`src/hdl/lru_page_replacement_top_assert.svh`:
```
// assertion macros for the lru page replacement top level
// expects clk_i and rst_ni in the scope of each use
`ifndef LRU_PAGE_REPLACEMENT_TOP_ASSERT_SVH
`define LRU_PAGE_REPLACEMENT_TOP_ASSERT_SVH

// same-cycle implication, checked outside reset
`define LRUPR_ASSERT_NOW(lbl, ante, cons, msg) \
  lbl: assert property (@(posedge clk_i) disable iff (!rst_ni) (ante) |-> (cons)) \
    else $error(msg);

// next-cycle implication, checked outside reset
`define LRUPR_ASSERT_NEXT(lbl, ante, cons, msg) \
  lbl: assert property (@(posedge clk_i) disable iff (!rst_ni) (ante) |=> (cons)) \
    else $error(msg);

`endif

```
`src/hdl/lrupr_pkg.sv`:
```
// shared types and constants for the lru page replacement block
// no dependencies
package lrupr_pkg;

  localparam int CFG_W     = 5;
  localparam int CFG_RESET = 16;
  localparam int SLOT_W    = 4;
  localparam int TIME_W    = 32;
  localparam int FAULT_W   = 32;

  // commands from the controller to the datapath
  typedef struct packed {
    logic start;   // latch the request page, clear the search trackers
    logic step;    // read the next frame entry
    logic commit;  // update the frame tables and load the result register
  } lrupr_cmd_t;

  // status from the datapath to the controller
  typedef struct packed {
    logic last;      // the entry read this cycle is the last active frame
    logic out_free;  // the result register can take a new result
  } lrupr_sts_t;

endpackage

```
`src/hdl/lrupr_if.sv`:
```
// valid/ready channel interfaces for the lru page replacement block
// depends on lrupr_pkg
interface lrupr_req_if #(
  parameter int PAGE_BITS = 16
) ();
  logic                 valid;
  logic                 ready;
  logic [PAGE_BITS-1:0] page;

  modport source (output valid, output page, input ready);
  modport sink   (input valid, input page, output ready);
endinterface

interface lrupr_rsp_if import lrupr_pkg::*; #(
  parameter int PAGE_BITS = 16
) ();
  logic                 valid;
  logic                 ready;
  logic                 hit;
  logic [SLOT_W-1:0]    frame_slot;
  logic                 victim_valid;
  logic [PAGE_BITS-1:0] victim_page;
  logic [FAULT_W-1:0]   fault_total;

  modport source (output valid, output hit, output frame_slot, output victim_valid,
                  output victim_page, output fault_total, input ready);
  modport sink   (input valid, input hit, input frame_slot, input victim_valid,
                  input victim_page, input fault_total, output ready);
endinterface

interface lrupr_cfg_if import lrupr_pkg::*; ();
  logic             valid;
  logic             ready;
  logic [CFG_W-1:0] num_frames;

  modport source (output valid, output num_frames, input ready);
  modport sink   (input valid, input num_frames, output ready);
endinterface

```
`src/hdl/lrupr_ctrl.sv`:
```
// sequencing state machine for the lru page replacement block
// depends on lrupr_pkg
module lrupr_ctrl import lrupr_pkg::*; (
  input  logic       clk_i,
  input  logic       rst_ni,
  input  logic       in_valid_i,
  output logic       in_ready_o,
  input  lrupr_sts_t sts_i,
  output lrupr_cmd_t cmd_o
);

  typedef enum logic [3:0] {
    S_IDLE   = 4'b0001,
    S_SCAN   = 4'b0010,
    S_FLUSH  = 4'b0100,
    S_COMMIT = 4'b1000
  } state_e;

  state_e state_q, state_d;

  always_comb begin
    state_d    = state_q;
    in_ready_o = 1'b0;
    cmd_o      = '0;
    case (state_q)
      S_IDLE: begin
        in_ready_o = 1'b1;
        if (in_valid_i) begin
          cmd_o.start = 1'b1;
          state_d     = S_SCAN;
        end
      end
      S_SCAN: begin
        cmd_o.step = 1'b1;
        if (sts_i.last) begin
          state_d = S_FLUSH;
        end
      end
      // last read entry goes through the compare stage
      S_FLUSH: begin
        state_d = S_COMMIT;
      end
      S_COMMIT: begin
        if (sts_i.out_free) begin
          cmd_o.commit = 1'b1;
          state_d      = S_IDLE;
        end
      end
      default: begin
        state_d = S_IDLE;
      end
    endcase
  end

  always_ff @(posedge clk_i or negedge rst_ni) begin
    if (!rst_ni) begin
      state_q <= S_IDLE;
    end else begin
      state_q <= state_d;
    end
  end

endmodule

```
`src/hdl/lrupr_dp.sv`:
```
// frame tables, search trackers and result register of the lru block
// depends on lrupr_pkg
module lrupr_dp import lrupr_pkg::*; #(
  parameter int FRAMES    = 16,
  parameter int PAGE_BITS = 16
) (
  input  logic                 clk_i,
  input  logic                 rst_ni,
  input  lrupr_cmd_t           cmd_i,
  output lrupr_sts_t           sts_o,
  input  logic [PAGE_BITS-1:0] page_i,
  input  logic                 cfg_valid_i,
  input  logic [CFG_W-1:0]     cfg_data_i,
  input  logic                 out_ready_i,
  output logic                 out_valid_o,
  output logic                 hit_o,
  output logic [SLOT_W-1:0]    frame_slot_o,
  output logic                 victim_valid_o,
  output logic [PAGE_BITS-1:0] victim_page_o,
  output logic [FAULT_W-1:0]   fault_total_o
);

  localparam int IDX_W  = (FRAMES > 1) ? $clog2(FRAMES) : 1;
  localparam int FCNT_W = $clog2(FRAMES + 1);
  localparam int CNT_W  = (FCNT_W > CFG_W) ? FCNT_W : CFG_W;
  localparam int CFG_RST_VAL = (FRAMES < CFG_RESET) ? FRAMES : CFG_RESET;

  // frame tables
  logic [PAGE_BITS-1:0] page_mem  [FRAMES];
  logic [TIME_W-1:0]    stamp_mem [FRAMES];
  logic [FRAMES-1:0]    valid_q;

  logic [CFG_W-1:0]     num_q;
  logic [TIME_W-1:0]    time_q;
  logic [FAULT_W-1:0]   fault_q;
  logic [PAGE_BITS-1:0] page_q;
  logic [IDX_W-1:0]     idx_q;

  // read stage
  logic                 rd_go_q;
  logic                 rd_v_q;
  logic [IDX_W-1:0]     rd_idx_q;
  logic [PAGE_BITS-1:0] rd_page_q;
  logic [TIME_W-1:0]    rd_stamp_q;

  // search trackers
  logic                 hit_q, emp_q, min_any_q;
  logic [IDX_W-1:0]     hit_idx_q, emp_idx_q, min_idx_q;
  logic [TIME_W-1:0]    min_stamp_q;
  logic [PAGE_BITS-1:0] min_page_q;

  // result register
  logic                 out_valid_q;
  logic                 out_hit_q, out_vv_q;
  logic [SLOT_W-1:0]    out_slot_q;
  logic [PAGE_BITS-1:0] out_victim_q;
  logic [FAULT_W-1:0]   out_fault_q;

  logic [CNT_W-1:0]     num_ext, n_act;
  logic [IDX_W-1:0]     slot;
  logic                 evict;
  logic [FAULT_W-1:0]   fault_d;

  // active frame count, clamped to 1..FRAMES
  always_comb begin
    num_ext = CNT_W'(num_q);
    if (num_ext == '0) begin
      n_act = CNT_W'(1);
    end else if (num_ext > CNT_W'(FRAMES)) begin
      n_act = CNT_W'(FRAMES);
    end else begin
      n_act = num_ext;
    end
  end

  assign sts_o.last     = (CNT_W'(idx_q) + CNT_W'(1)) == n_act;
  assign sts_o.out_free = !out_valid_q || out_ready_i;

  assign slot    = hit_q ? hit_idx_q : (emp_q ? emp_idx_q : min_idx_q);
  assign evict   = !hit_q && !emp_q;
  assign fault_d = (hit_q || fault_q == '1) ? fault_q : fault_q + FAULT_W'(1);

  always_ff @(posedge clk_i) begin
    if (cmd_i.step) begin
      rd_page_q  <= page_mem[idx_q];
      rd_stamp_q <= stamp_mem[idx_q];
    end
    if (cmd_i.commit) begin
      stamp_mem[slot] <= time_q;
      if (!hit_q) begin
        page_mem[slot] <= page_q;
      end
    end
  end

  always_ff @(posedge clk_i) begin
    if (cmd_i.start) begin
      page_q <= page_i;
    end
    if (cmd_i.step) begin
      rd_v_q   <= valid_q[idx_q];
      rd_idx_q <= idx_q;
    end
    if (cmd_i.commit) begin
      out_hit_q    <= hit_q;
      out_slot_q   <= SLOT_W'(slot);
      out_vv_q     <= evict;
      out_victim_q <= evict ? min_page_q : '0;
      out_fault_q  <= fault_d;
    end
  end

  always_ff @(posedge clk_i or negedge rst_ni) begin
    if (!rst_ni) begin
      valid_q     <= '0;
      num_q       <= CFG_W'(CFG_RST_VAL);
      time_q      <= '0;
      fault_q     <= '0;
      idx_q       <= '0;
      rd_go_q     <= 1'b0;
      hit_q       <= 1'b0;
      emp_q       <= 1'b0;
      min_any_q   <= 1'b0;
      hit_idx_q   <= '0;
      emp_idx_q   <= '0;
      min_idx_q   <= '0;
      min_stamp_q <= '0;
      min_page_q  <= '0;
      out_valid_q <= 1'b0;
    end else begin
      if (cfg_valid_i) begin
        num_q <= cfg_data_i;
      end
      rd_go_q <= cmd_i.step;
      if (cmd_i.start) begin
        idx_q     <= '0;
        hit_q     <= 1'b0;
        emp_q     <= 1'b0;
        min_any_q <= 1'b0;
      end else if (cmd_i.step) begin
        idx_q <= idx_q + IDX_W'(1);
      end
      if (rd_go_q) begin
        if (rd_v_q && rd_page_q == page_q && !hit_q) begin
          hit_q     <= 1'b1;
          hit_idx_q <= rd_idx_q;
        end
        if (!rd_v_q && !emp_q) begin
          emp_q     <= 1'b1;
          emp_idx_q <= rd_idx_q;
        end
        // strict compare keeps the lowest index on equal stamps
        if (rd_v_q && (!min_any_q || rd_stamp_q < min_stamp_q)) begin
          min_any_q   <= 1'b1;
          min_idx_q   <= rd_idx_q;
          min_stamp_q <= rd_stamp_q;
          min_page_q  <= rd_page_q;
        end
      end
      if (cmd_i.commit) begin
        valid_q[slot] <= 1'b1;
        time_q        <= time_q + TIME_W'(1);
        fault_q       <= fault_d;
        out_valid_q   <= 1'b1;
      end else if (out_ready_i) begin
        out_valid_q <= 1'b0;
      end
    end
  end

  assign out_valid_o    = out_valid_q;
  assign hit_o          = out_hit_q;
  assign frame_slot_o   = out_slot_q;
  assign victim_valid_o = out_vv_q;
  assign victim_page_o  = out_victim_q;
  assign fault_total_o  = out_fault_q;

endmodule

```
`src/hdl/lru_page_replacement_top.sv`:
```
// top level of the counter-based lru page replacement block
// depends on lrupr_pkg, lrupr_if, lrupr_ctrl, lrupr_dp and the assert header
//
//   channel | dir | payload                                   | fires on
//   cfg     | in  | num_frames                                | valid & ready
//   req     | in  | page                                      | valid & ready
//   rsp     | out | hit, frame_slot, victim_valid,            | valid & ready
//           |     | victim_page, fault_total                  |
//
// a request passes an accept state, then a scan of the n active frames (1..FRAMES),
// reading the frame tables one entry per cycle, then a flush state for the last
// compare and a commit state that updates the tables
// the update waits while the result register holds an unread result
// reset empties every frame through its valid flop, no clearing pass
// the cfg channel is always ready; write it only while the block is idle
module lru_page_replacement_top import lrupr_pkg::*; #(
  parameter int FRAMES    = 16,
  parameter int PAGE_BITS = 16
) (
  input  logic        clk_i,
  input  logic        rst_ni,
  lrupr_cfg_if.sink   cfg,
  lrupr_req_if.sink   req,
  lrupr_rsp_if.source rsp
);

`include "lru_page_replacement_top_assert.svh"

  lrupr_cmd_t cmd;
  lrupr_sts_t sts;

  // register writes land at once
  assign cfg.ready = 1'b1;

  // controller: accept, scan, flush, commit
  lrupr_ctrl u_ctrl (
    .clk_i      (clk_i),
    .rst_ni     (rst_ni),
    .in_valid_i (req.valid),
    .in_ready_o (req.ready),
    .sts_i      (sts),
    .cmd_o      (cmd)
  );

  // datapath: frame tables, trackers for hit / empty / oldest, result register
  lrupr_dp #(
    .FRAMES    (FRAMES),
    .PAGE_BITS (PAGE_BITS)
  ) u_dp (
    .clk_i          (clk_i),
    .rst_ni         (rst_ni),
    .cmd_i          (cmd),
    .sts_o          (sts),
    .page_i         (req.page),
    .cfg_valid_i    (cfg.valid),
    .cfg_data_i     (cfg.num_frames),
    .out_ready_i    (rsp.ready),
    .out_valid_o    (rsp.valid),
    .hit_o          (rsp.hit),
    .frame_slot_o   (rsp.frame_slot),
    .victim_valid_o (rsp.victim_valid),
    .victim_page_o  (rsp.victim_page),
    .fault_total_o  (rsp.fault_total)
  );

  // a hit never evicts
  `LRUPR_ASSERT_NOW(a_hit_no_evict, rsp.valid, !(rsp.hit && rsp.victim_valid), "hit with eviction")
  // victim page reads zero when nothing was evicted
  `LRUPR_ASSERT_NOW(a_victim_zero, rsp.valid && !rsp.victim_valid, rsp.victim_page == '0, "victim page not zero")
  // only one request in flight
  `LRUPR_ASSERT_NEXT(a_one_in_flight, req.valid && req.ready, !req.ready, "request taken while busy")

endmodule
```
`src/flat_wrapper.sv`:
```
// flat-port wrapper written by rule: the top's interface ports become plain ports
module lru_page_replacement_top_flat import lrupr_pkg::*;
#(
  parameter int FRAMES    = 16,
  parameter int PAGE_BITS = 16
)
  (clk_i, rst_ni, cfg_valid, cfg_num_frames, cfg_ready, req_valid, req_page, req_ready, rsp_valid, rsp_hit, rsp_frame_slot, rsp_victim_valid, rsp_victim_page, rsp_fault_total, rsp_ready);
  lrupr_cfg_if cfg_i ();
  lrupr_req_if #(.PAGE_BITS(PAGE_BITS)) req_i ();
  lrupr_rsp_if #(.PAGE_BITS(PAGE_BITS)) rsp_i ();
  input  logic clk_i;
  input  logic rst_ni;
  input wire logic [$bits(cfg_i.valid)-1:0] cfg_valid;
  input wire logic [$bits(cfg_i.num_frames)-1:0] cfg_num_frames;
  output wire logic [$bits(cfg_i.ready)-1:0] cfg_ready;
  input wire logic [$bits(req_i.valid)-1:0] req_valid;
  input wire logic [$bits(req_i.page)-1:0] req_page;
  output wire logic [$bits(req_i.ready)-1:0] req_ready;
  output wire logic [$bits(rsp_i.valid)-1:0] rsp_valid;
  output wire logic [$bits(rsp_i.hit)-1:0] rsp_hit;
  output wire logic [$bits(rsp_i.frame_slot)-1:0] rsp_frame_slot;
  output wire logic [$bits(rsp_i.victim_valid)-1:0] rsp_victim_valid;
  output wire logic [$bits(rsp_i.victim_page)-1:0] rsp_victim_page;
  output wire logic [$bits(rsp_i.fault_total)-1:0] rsp_fault_total;
  input wire logic [$bits(rsp_i.ready)-1:0] rsp_ready;
  assign cfg_i.valid = cfg_valid;
  assign cfg_i.num_frames = cfg_num_frames;
  assign cfg_ready = cfg_i.ready;
  assign req_i.valid = req_valid;
  assign req_i.page = req_page;
  assign req_ready = req_i.ready;
  assign rsp_valid = rsp_i.valid;
  assign rsp_hit = rsp_i.hit;
  assign rsp_frame_slot = rsp_i.frame_slot;
  assign rsp_victim_valid = rsp_i.victim_valid;
  assign rsp_victim_page = rsp_i.victim_page;
  assign rsp_fault_total = rsp_i.fault_total;
  assign rsp_i.ready = rsp_ready;
  lru_page_replacement_top #(.FRAMES(FRAMES), .PAGE_BITS(PAGE_BITS)) u_core (.clk_i(clk_i), .rst_ni(rst_ni), .cfg(cfg_i), .req(req_i), .rsp(rsp_i));
endmodule
```
`config.mk`:
```
export PLATFORM = sky130hd
export DESIGN_NAME = lru_page_replacement_top_flat
export DESIGN_NICKNAME = d
export VERILOG_FILES = /design/src/hdl/lrupr_pkg.sv /design/src/hdl/lrupr_if.sv /design/src/hdl/lrupr_ctrl.sv /design/src/hdl/lrupr_dp.sv /design/src/hdl/lru_page_replacement_top.sv /design/src/flat_wrapper.sv
export VERILOG_INCLUDE_DIRS = /design/src /design/src/hdl
export SDC_FILE = /design/constraint.sdc
export NUM_CORES = 1
export LEC_CHECK = 0
export BUFFER_PORTS_ARGS = -buffer_cell sky130_fd_sc_hd__buf_2
export CAP_MARGIN = 20
export CORE_ASPECT_RATIO = 1.75
export CORE_MARGIN = 3
export CORE_UTILIZATION = 40
export DETAILED_ROUTE_END_ITERATION = 8
export GPL_TIMING_DRIVEN = 0
export RECOVER_POWER = 25
export SLEW_MARGIN = 20
export SYNTH_ARGS = -nofsm -noshare
export SYNTH_HDL_FRONTEND = slang
export SYNTH_HIERARCHICAL = 1
export SYNTH_SLANG_ARGS = --single-unit
```
`constraint.sdc`:
```
create_clock -name clk_i -period 6.26 [get_ports clk_i]
set_clock_uncertainty 0.1 [all_clocks]
set_input_delay 0.626 -clock clk_i [delete_from_list [all_inputs] [get_ports clk_i]]
set_output_delay 0.626 -clock clk_i [all_outputs]
set_load 0.05 [all_outputs]
```
==> results of run 1 <==
## Yosys cell counts, drive strengths merged, types with 54 or more instances
cell type / count
mux2i: 152
a21oi: 65
xnor2: 71
mux4: 98
o21ai: 139
a31oi: 54
clkbuf: 91
mux2: 63
dfrtp: 156
nand3: 82
nor2: 71
buf: 66
nand2: 202
edfxtp: 891
## report_power, final
part | switching [W] | leakage (nW) | total [W] | internal [W]
clock network | 0.00251 | 1.44 | 0.00559 | 0.00308
registers | 0.000437 | 9.56 | 0.00846 | 0.00802
logic | 0.00232 | 5.37 | 0.00385 | 0.00153
total | 0.00527 | 16.4 | 0.0179 | 0.0126
## worst min path at each step
stage | startpoint | to | slack (ns) | cells after the start
6_report | cfg_num_frames[3] | u_core/u_dp/num_ext[3]$_DFFE_PN0P_ | 0.07 | 2
4_1_cts | cfg_num_frames[0] | u_core/u_dp/num_ext[0]$_DFFE_PN0P_ | 0.02 | 2
3_3_place_gp | u_core/u_dp/valid_q[10]$_DFFE_PN0P_ | u_core/u_dp/valid_q[10]$_DFFE_PN0P_ | 0.35 | 1
2_1_floorplan | rst_ni | u_core/u_ctrl/state_q[1]$_DFFE_PN0P_ | 0.23 | 0
3_5_place_dp | u_core/u_dp/valid_q[13]$_DFFE_PN0P_ | u_core/u_dp/valid_q[13]$_DFFE_PN0P_ | 0.35 | 1
5_1_grt | cfg_num_frames[0] | u_core/u_dp/num_ext[0]$_DFFE_PN0P_ | 0.06 | 2
## sequential cells by signal (all words and copies together), names as in the netlist, 5 cells and up
| name | cells |
|---|---|
| u_core/u_dp/stamp_mem | 512 |
| u_core/u_dp/page_mem | 256 |
| u_core/u_dp/fault_q | 32 |
| u_core/u_dp/fault_total_o | 32 |
| u_core/u_dp/min_stamp_q | 32 |
| u_core/u_dp/rd_stamp_q | 32 |
| u_core/u_dp/time_q | 32 |
| u_core/u_dp/min_page_q | 16 |
| u_core/u_dp/page_q | 16 |
| u_core/u_dp/rd_page_q | 16 |
| u_core/u_dp/valid_q | 16 |
| u_core/u_dp/victim_page_o | 16 |
| u_core/u_dp/num_ext | 5 |
## layer usage
layer,global-route usage,part of all wire,vias up
met5,0,0,-
met4,0.102,0.050,0
met3,0.0266,0.045,218
met2,0.407,0.56,881
met1,0.219,0.34,13100
li1,-,-,11000
## critical path: stages, from the launching register on
cell,delay (ns)
sky130_fd_sc_hd__dfrtp_1,0.45
sky130_fd_sc_hd__nor2_1,0.18
sky130_fd_sc_hd__and4b_4,0.49
sky130_fd_sc_hd__buf_2,0.38
sky130_fd_sc_hd__nand3_1,0.21
sky130_fd_sc_hd__or3_1,0.57
sky130_fd_sc_hd__nor3_1,0.73
sky130_fd_sc_hd__nand2b_1,0.29
sky130_fd_sc_hd__nand2b_1,0.24
sky130_fd_sc_hd__xnor2_1,0.13
## cell type report
type                    instances  area, um^2
diodes                          2        5.00
plain buffers                 157         761
clock buffers                 125        2510
clock inverters                43         409
fillers                      8957       56800
inverters                      39         146
multi-input cells            1442       11800
flip-flops and latches       1049       30700
well taps                    1360        1700
repair buffers                167        1730
## kinds of logic (layout without fill, tap and decap cells)
kind of cell / Yosys count / count (layout) / synth area share
DFF: 1049 / 1049 / 0.712
and+or+nand+nor: 548 / 548 / 0.0654
AOI/OAI and AO/OA: 433 / 433 / 0.0663
muxes: 313 / 313 / 0.103
buffers and inverters: 196 / 531 / 0.0208
xor gates and xnor gates: 113 / 113 / 0.0229
adders and majority gates: 34 / 34 / 0.00986
other: 1 / 3 / 0.0000869
## through the flow
stage               hold slack [ns]  instance area, um^2  total power, W  TNS (ns)  setup WS (ns)
floorplan                     0.230                43200          0.0110         0           1.57
global placement              0.347                45300          0.0122   -870.99          -1.78
detailed placement            0.354                46600          0.0124         0           1.89
CTS                          0.0197                49700          0.0180         0           2.22
global route                 0.0558                49700          0.0186         0           2.11
finish                       0.0738                49700          0.0179         0           2.34
==> flow_summary_export.csv, run 1 <==
group,metric,value,unit
run_status,status,"complete, but fails checks",
run_status,failing_checks,"capacitance limit, slew limit",
die,pin_count,83,
logic_synthesis,synth-async-reset-ratio,0.151,
hold_path,worst_hold_path_class,"in -> reg",
critical_path,timing.rr.end,"u_core/u_dp/time_q[28]$_DFFE_PN0P_",
logic_synthesis,post_synthesis_cell_area,0.0432,mm^2
logic_synthesis,synth-seq-cells,1049,
logic_synthesis,syn-num-nets,2747,
drt,drt-initial-drc-count,2288,
critical_path,critical_path.max_fanout,19,
sta,clock_period_minus_final_worst_setup_slack,3.92,ns
finish,fraction_of_final_layout_cells_with_drive_strength_greater_than_1,0.194,
finish,final_cells,4384,
finish,utilization,0.467,
logic_synthesis,synth.largest_area_cell,"sky130_fd_sc_hd__edfxtp_1",
clock_network,clock_tree.htree_level_count,3,
clock_network,clock_sink_count,1049,
logic_synthesis,synth_seq_area_share,0.712,
drt,detail_route.wl_per_cell,26.7,um
place,io_buffers,81,
logic_synthesis,yosysUniqueCellTypes,65,
die,core,0.107,mm^2
critical_path,r2r_slack,2.34,ns
global_routing,grt_pass1_vias,26300,
critical_path,worstPathRequired,6.71,ns
sta,final-hold-violation-count,0,
place,globalplace.congestion,0.864,
clock_network,worst_skew_pair.late_latency,0.69,ns
die,die_wd,254,um
place,post-place-cells,4197,
die,floorplan.die.height,440,um
logic_synthesis,synth_enable_flop_cells,891,
critical_path,startpoint,"u_core/u_ctrl/state_q[1]$_DFFE_PN0P_",
sta,report.final.setup_viol,0,
sta,worst_pin_slew,3.22,ns
critical_path,critical_path.reg2reg.startpoint,"u_core/u_ctrl/state_q[1]$_DFFE_PN0P_",
finish,final_common_cell,"sky130_fd_sc_hd__edfxtp_1",
critical_path,critical_path_arrival,4.37,ns
finish,layout_common_cells,"891 x sky130_fd_sc_hd__edfxtp_1, 202 x sky130_fd_sc_hd__nand2_1, 156 x sky130_fd_sc_hd__dfrtp_1",
sta,min_period_over_period,0.627,
place,detailed_place_hpwl,84.3,mm
critical_path,setup.worst_path.end,"u_core/u_dp/time_q[28]$_DFFE_PN0P_",
global_routing,wire_length_of_the_first_global_routing_pass,172,mm
clock_network,cts_setup_buffers,0,
global_routing,grt_antenna_before_repair,1,
drt,via_count,25200,
critical_path,criticalPathCategory,"reg -> reg",
power_and_ir_drop,peakVddDrop,257,uV
logic_synthesis,syn-instance-count,2687,
clock_network,cts_root_buf,"sky130_fd_sc_hd__clkbuf_16",
logic_synthesis,avgSynthCellArea,16.1,um^2
drt,drcViolationCount,0,
drt,ant_nets,0,
finish,design.final.nets,3007,
drt,postRouteWirelength,117,mm
drt,number_of_vias_per_cell_after_detailed_routing,5.75,
run,drv.max_cap_violation_count,1,
critical_path,crit_path_start_kind,"register",
die,fp.dieArea,0.112,mm^2
finish,syn_to_final_growth,15.2,%
sta,achievable-frequency,255,MHz
clock_network,clock_path_buffers,3,
power_and_ir_drop,cellPowerDensity,360,mW/mm^2
clock_network,tritoncts,"built",
sta,rsz0062_at_grt,"false",
global_routing,gr-total-overflow,0,
power_and_ir_drop,total_leakage_power,16.4,nW
logic_synthesis,synthDominantCellAreaShare,0.620,
global_routing,grt_max_degree,68,
clock_network,cts-resized-gates,0,
sta,slew_headroom,-1.15,
sta,slew_viol_final,45,
drt,drt-pass1-iter-count,7,
clock_network,cts_buffers,91,
clock_network,cts_hold_buffers,17,
logic_synthesis,netlist_top_cells_area,"sky130_fd_sc_hd__edfxtp_1 62%, sky130_fd_sc_hd__dfrtp_1 9.0%, sky130_fd_sc_hd__mux4_2 5.1%",
logic_synthesis,synth_top_flop_cell,"sky130_fd_sc_hd__edfxtp_1",
die,floorplan.initialDensity,0.405,
critical_path,r2r.worst_path.cells,9,
clock_network,clk_pin_slew,0.06,ns
critical_path,end_kind,"register",
logic_synthesis,synthesis.yosys.warnings,6,
global_routing,globalRouteTotalUtil,0.210,
die,fp-row-count,158,
Note: power is estimated with default switching activity, not from simulation.
==> inputs of run 2 (changes only) <==
==> constraint.sdc (replaced) <==
create_clock -name clk_i -period 3.4 [get_ports clk_i]
set_clock_uncertainty 0.1 [all_clocks]
set_input_delay 0.34 -clock clk_i [delete_from_list [all_inputs] [get_ports clk_i]]
set_output_delay 0.34 -clock clk_i [all_outputs]
set_load 0.05 [all_outputs]
==> run 2 against run 1 <==
  * The flow still finishes with violations (capacitance limit, slew limit)
  * Sequential power up 84%
  * Register-to-register slack lost 2.3 ns
  * Non-clock buffer count increased by 20
  * Combinational power rose by 86%
  * Final cell count increased by 0.55%
  * Global-route usage about the same
  * Design area increased by 1.2%
  * Largest cell class unchanged
  * Highest routed layer unchanged
==> flow_summary_export.csv, run 2 (synthesis gave the netlist of run 1 again) <==
group,metric,value,unit
clock_network,tritoncts,"built",
drt,drt-pass1-iter-count,8,
finish,layout.filler_cells,8921,
run_status,failing_checks,"capacitance limit, slew limit",
clock_network,clock_tree.htree_level_count,3,
global_routing,gr-total-overflow,0,
finish,final_cell_area,0.0503,mm^2
die,die_wd,254,um
place,globalplace.congestion,0.858,
critical_path,criticalPathCategory,"reg -> reg",
finish,fraction_of_final_layout_cells_with_drive_strength_greater_than_1,0.203,
die,fp-row-count,158,
drt,detail_route.wl_per_cell,26.3,um
place,detailed_place_hpwl,82.2,mm
finish,utilization,0.472,
hold_path,worstHoldStart,"rsp_ready",
finish,layout_common_cells,"891 x sky130_fd_sc_hd__edfxtp_1, 201 x sky130_fd_sc_hd__nand2_1, 155 x sky130_fd_sc_hd__dfrtp_1",
place,cell_area_after_placement,0.0465,mm^2
drt,drt-initial-drc-count,1887,
critical_path,critical_path.max_fanout,9,
run_status,status,"complete, but fails checks",
power_and_ir_drop,peakVddDrop,445,uV
critical_path,r2r.worst_path.cells,8,
clock_network,clock_sink_count,1049,
finish,biggestRegsByFlops,"u_core/u_dp/stamp_mem x512, u_core/u_dp/page_mem x256",
finish,final_cells,4408,
sta,final-hold-violation-count,0,
clock_network,cts_root_buf,"sky130_fd_sc_hd__clkbuf_16",
hold_path,worst_hold_path_class,"in -> reg",
clock_network,worst_skew_pair.late_latency,0.70,ns
run,drv.max_cap_violation_count,1,
clock_network,clk_pin_slew,0.07,ns
critical_path,setup.worst_path.end,"u_core/u_dp/page_mem[9][3]$_DFFE_PP_",
finish,syn_to_final_growth,16.6,%
critical_path,r2r_slack,0.08,ns
die,core,0.107,mm^2
die,floorplan.die.height,440,um
critical_path,crit_path_start_kind,"register",
place,post-place-cells,4186,
drt,number_of_vias_per_cell_after_detailed_routing,5.71,
clock_network,cts_buffers,91,
critical_path,critical_path_arrival,3.60,ns
sta,slew_headroom,-0.669,
clock_network,clock_path_buffers,3,
global_routing,grt_antenna_before_repair,1,
drt,postRouteWirelength,116,mm
critical_path,startpoint,"u_core/u_dp/emp_q$_DFF_PN0_",
sta,min_period_over_period,0.977,
die,pin_count,83,
sta,achievable-frequency,301,MHz
die,floorplan.initialDensity,0.405,
critical_path,end_kind,"register",
sta,slew_viol_final,78,
sta,final.setup.tns,0,ns
finish,final_common_cell,"sky130_fd_sc_hd__edfxtp_1",
critical_path,critical_path.reg2reg.startpoint,"u_core/u_dp/emp_q$_DFF_PN0_",
finish,reg_with_most_ffs,"u_core/u_dp/stamp_mem",
die,fp.dieArea,0.112,mm^2
finish,largest_register_ffs,512,
power_and_ir_drop,total_leakage_power,16.6,nW
sta,report.final.setup_viol,0,
drt,via_count,25200,
finish,design.final.nets,3030,
place,io_buffers,81,
sta,clock_period_minus_final_worst_setup_slack,3.32,ns
sta,worst_pin_slew,2.50,ns
power_and_ir_drop,cellPowerDensity,672,mW/mm^2
global_routing,wire_length_of_the_first_global_routing_pass,172,mm
global_routing,globalRouteTotalUtil,0.209,
drt,drcViolationCount,0,
critical_path,worstPathRequired,3.68,ns
global_routing,grt_pass1_vias,26400,
global_routing,grt_max_degree,82,
drt,ant_nets,0,
sta,rsz0062_at_grt,"false",
critical_path,timing.rr.end,"u_core/u_dp/page_mem[9][3]$_DFFE_PP_",
[run 2: changes by cell type in the layout (fill, tap and decap cells not counted), moves of 6 or more]
cell                            previous run  this run
sky130_fd_sc_hd__clkbuf_2                  3         9
sky130_fd_sc_hd__clkinv_2                 19        11
sky130_fd_sc_hd__clkbuf_1                117       104
sky130_fd_sc_hd__bufinv_16                 6        15
sky130_fd_sc_hd__buf_12                    3        17
sky130_fd_sc_hd__nor3_2                   18        12
sky130_fd_sc_hd__buf_16                   28        18
sky130_fd_sc_hd__buf_4                    32        38
sky130_fd_sc_hd__dlygate4sd3_1            17        28
sky130_fd_sc_hd__nor3_4                    1         8
[run 2: where the power goes]
part	internal, W	switching (W)	total [W]
Combinational	0.00284	0.00431	0.00715
Sequential	0.0148	0.000807	0.0156
Clock	0.00643	0.00467	0.0111
Total	0.0240	0.00978	0.0338
[run 2: layout make-up]
type | count | area, um^2 | area share
Timing Repair Buffer | 189 | 1900 | 0.0378
Buffer | 155 | 768 | 0.0153
Clock buffer | 120 | 2540 | 0.0505
Tap cell | 1360 | 1700 | 0.0338
Clock inverter | 50 | 667 | 0.0133
Inverter | 39 | 146 | 0.00291
Antenna cell | 1 | 2.50 | 0.0000497
Sequential cell | 1049 | 30700 | 0.610
Multi-Input combinational cell | 1445 | 11900 | 0.236
[run 2: critical path, cell delays in order, from the launching register on]
cell,delay (ns)
sky130_fd_sc_hd__dfrtp_1,0.37
sky130_fd_sc_hd__buf_2,0.17
sky130_fd_sc_hd__mux2i_1,0.14
sky130_fd_sc_hd__o21ai_0,0.68
sky130_fd_sc_hd__nand2b_1,0.11
sky130_fd_sc_hd__clkbuf_1,0.39
sky130_fd_sc_hd__nor3_2,0.51
sky130_fd_sc_hd__buf_4,0.29
sky130_fd_sc_hd__buf_4,0.23
[run 2: metal layers]
layer	track usage	up-vias	share of wire
li1	-	11100	-
met1	0.217	12900	0.34
met2	0.400	913	0.55
met3	0.0292	288	0.044
met4	0.116	0	0.059
met5	0	-	0
[run 2: worst min-delay path by stage]
stage	endpoint	slack [ns]	depth (start not counted)
after floorplan	u_core/u_ctrl/state_q[1]$_DFFE_PN0P_	-0.06	0
after detailed placement	u_core/u_dp/valid_q[8]$_DFFE_PN0P_	0.30	2
after CTS	u_core/u_dp/out_valid_o$_DFFE_PN0P_	0.04	3
after global routing	u_core/u_dp/out_valid_o$_DFFE_PN0P_	0.12	3
after global placement	u_core/u_dp/valid_q[11]$_DFFE_PN0P_	0.35	1
final	u_core/u_dp/out_valid_o$_DFFE_PN0P_	0.08	3
[run 2: timing repair]
item / in CTS / in global routing
endpoints found under the hold margin: 100 / 0
pin swaps: 12 / 1
resized for setup: 14 / 15
hold buffers: 28 / 0
setup buffers: 18 / 3
cloned: 3 / 0
setup endpoints to repair: 817 / 118
[run 2: stage by stage]
stage                     power [W]  setup WS (ns)  hold WS, ns
after detailed placement     0.0229          -1.08        0.304
after global placement       0.0225          -2.21        0.346
after global routing         0.0352        0.00460        0.118
final                        0.0338         0.0772       0.0821
after floorplan              0.0202         -0.240      -0.0556
after CTS                    0.0341        0.00351       0.0447
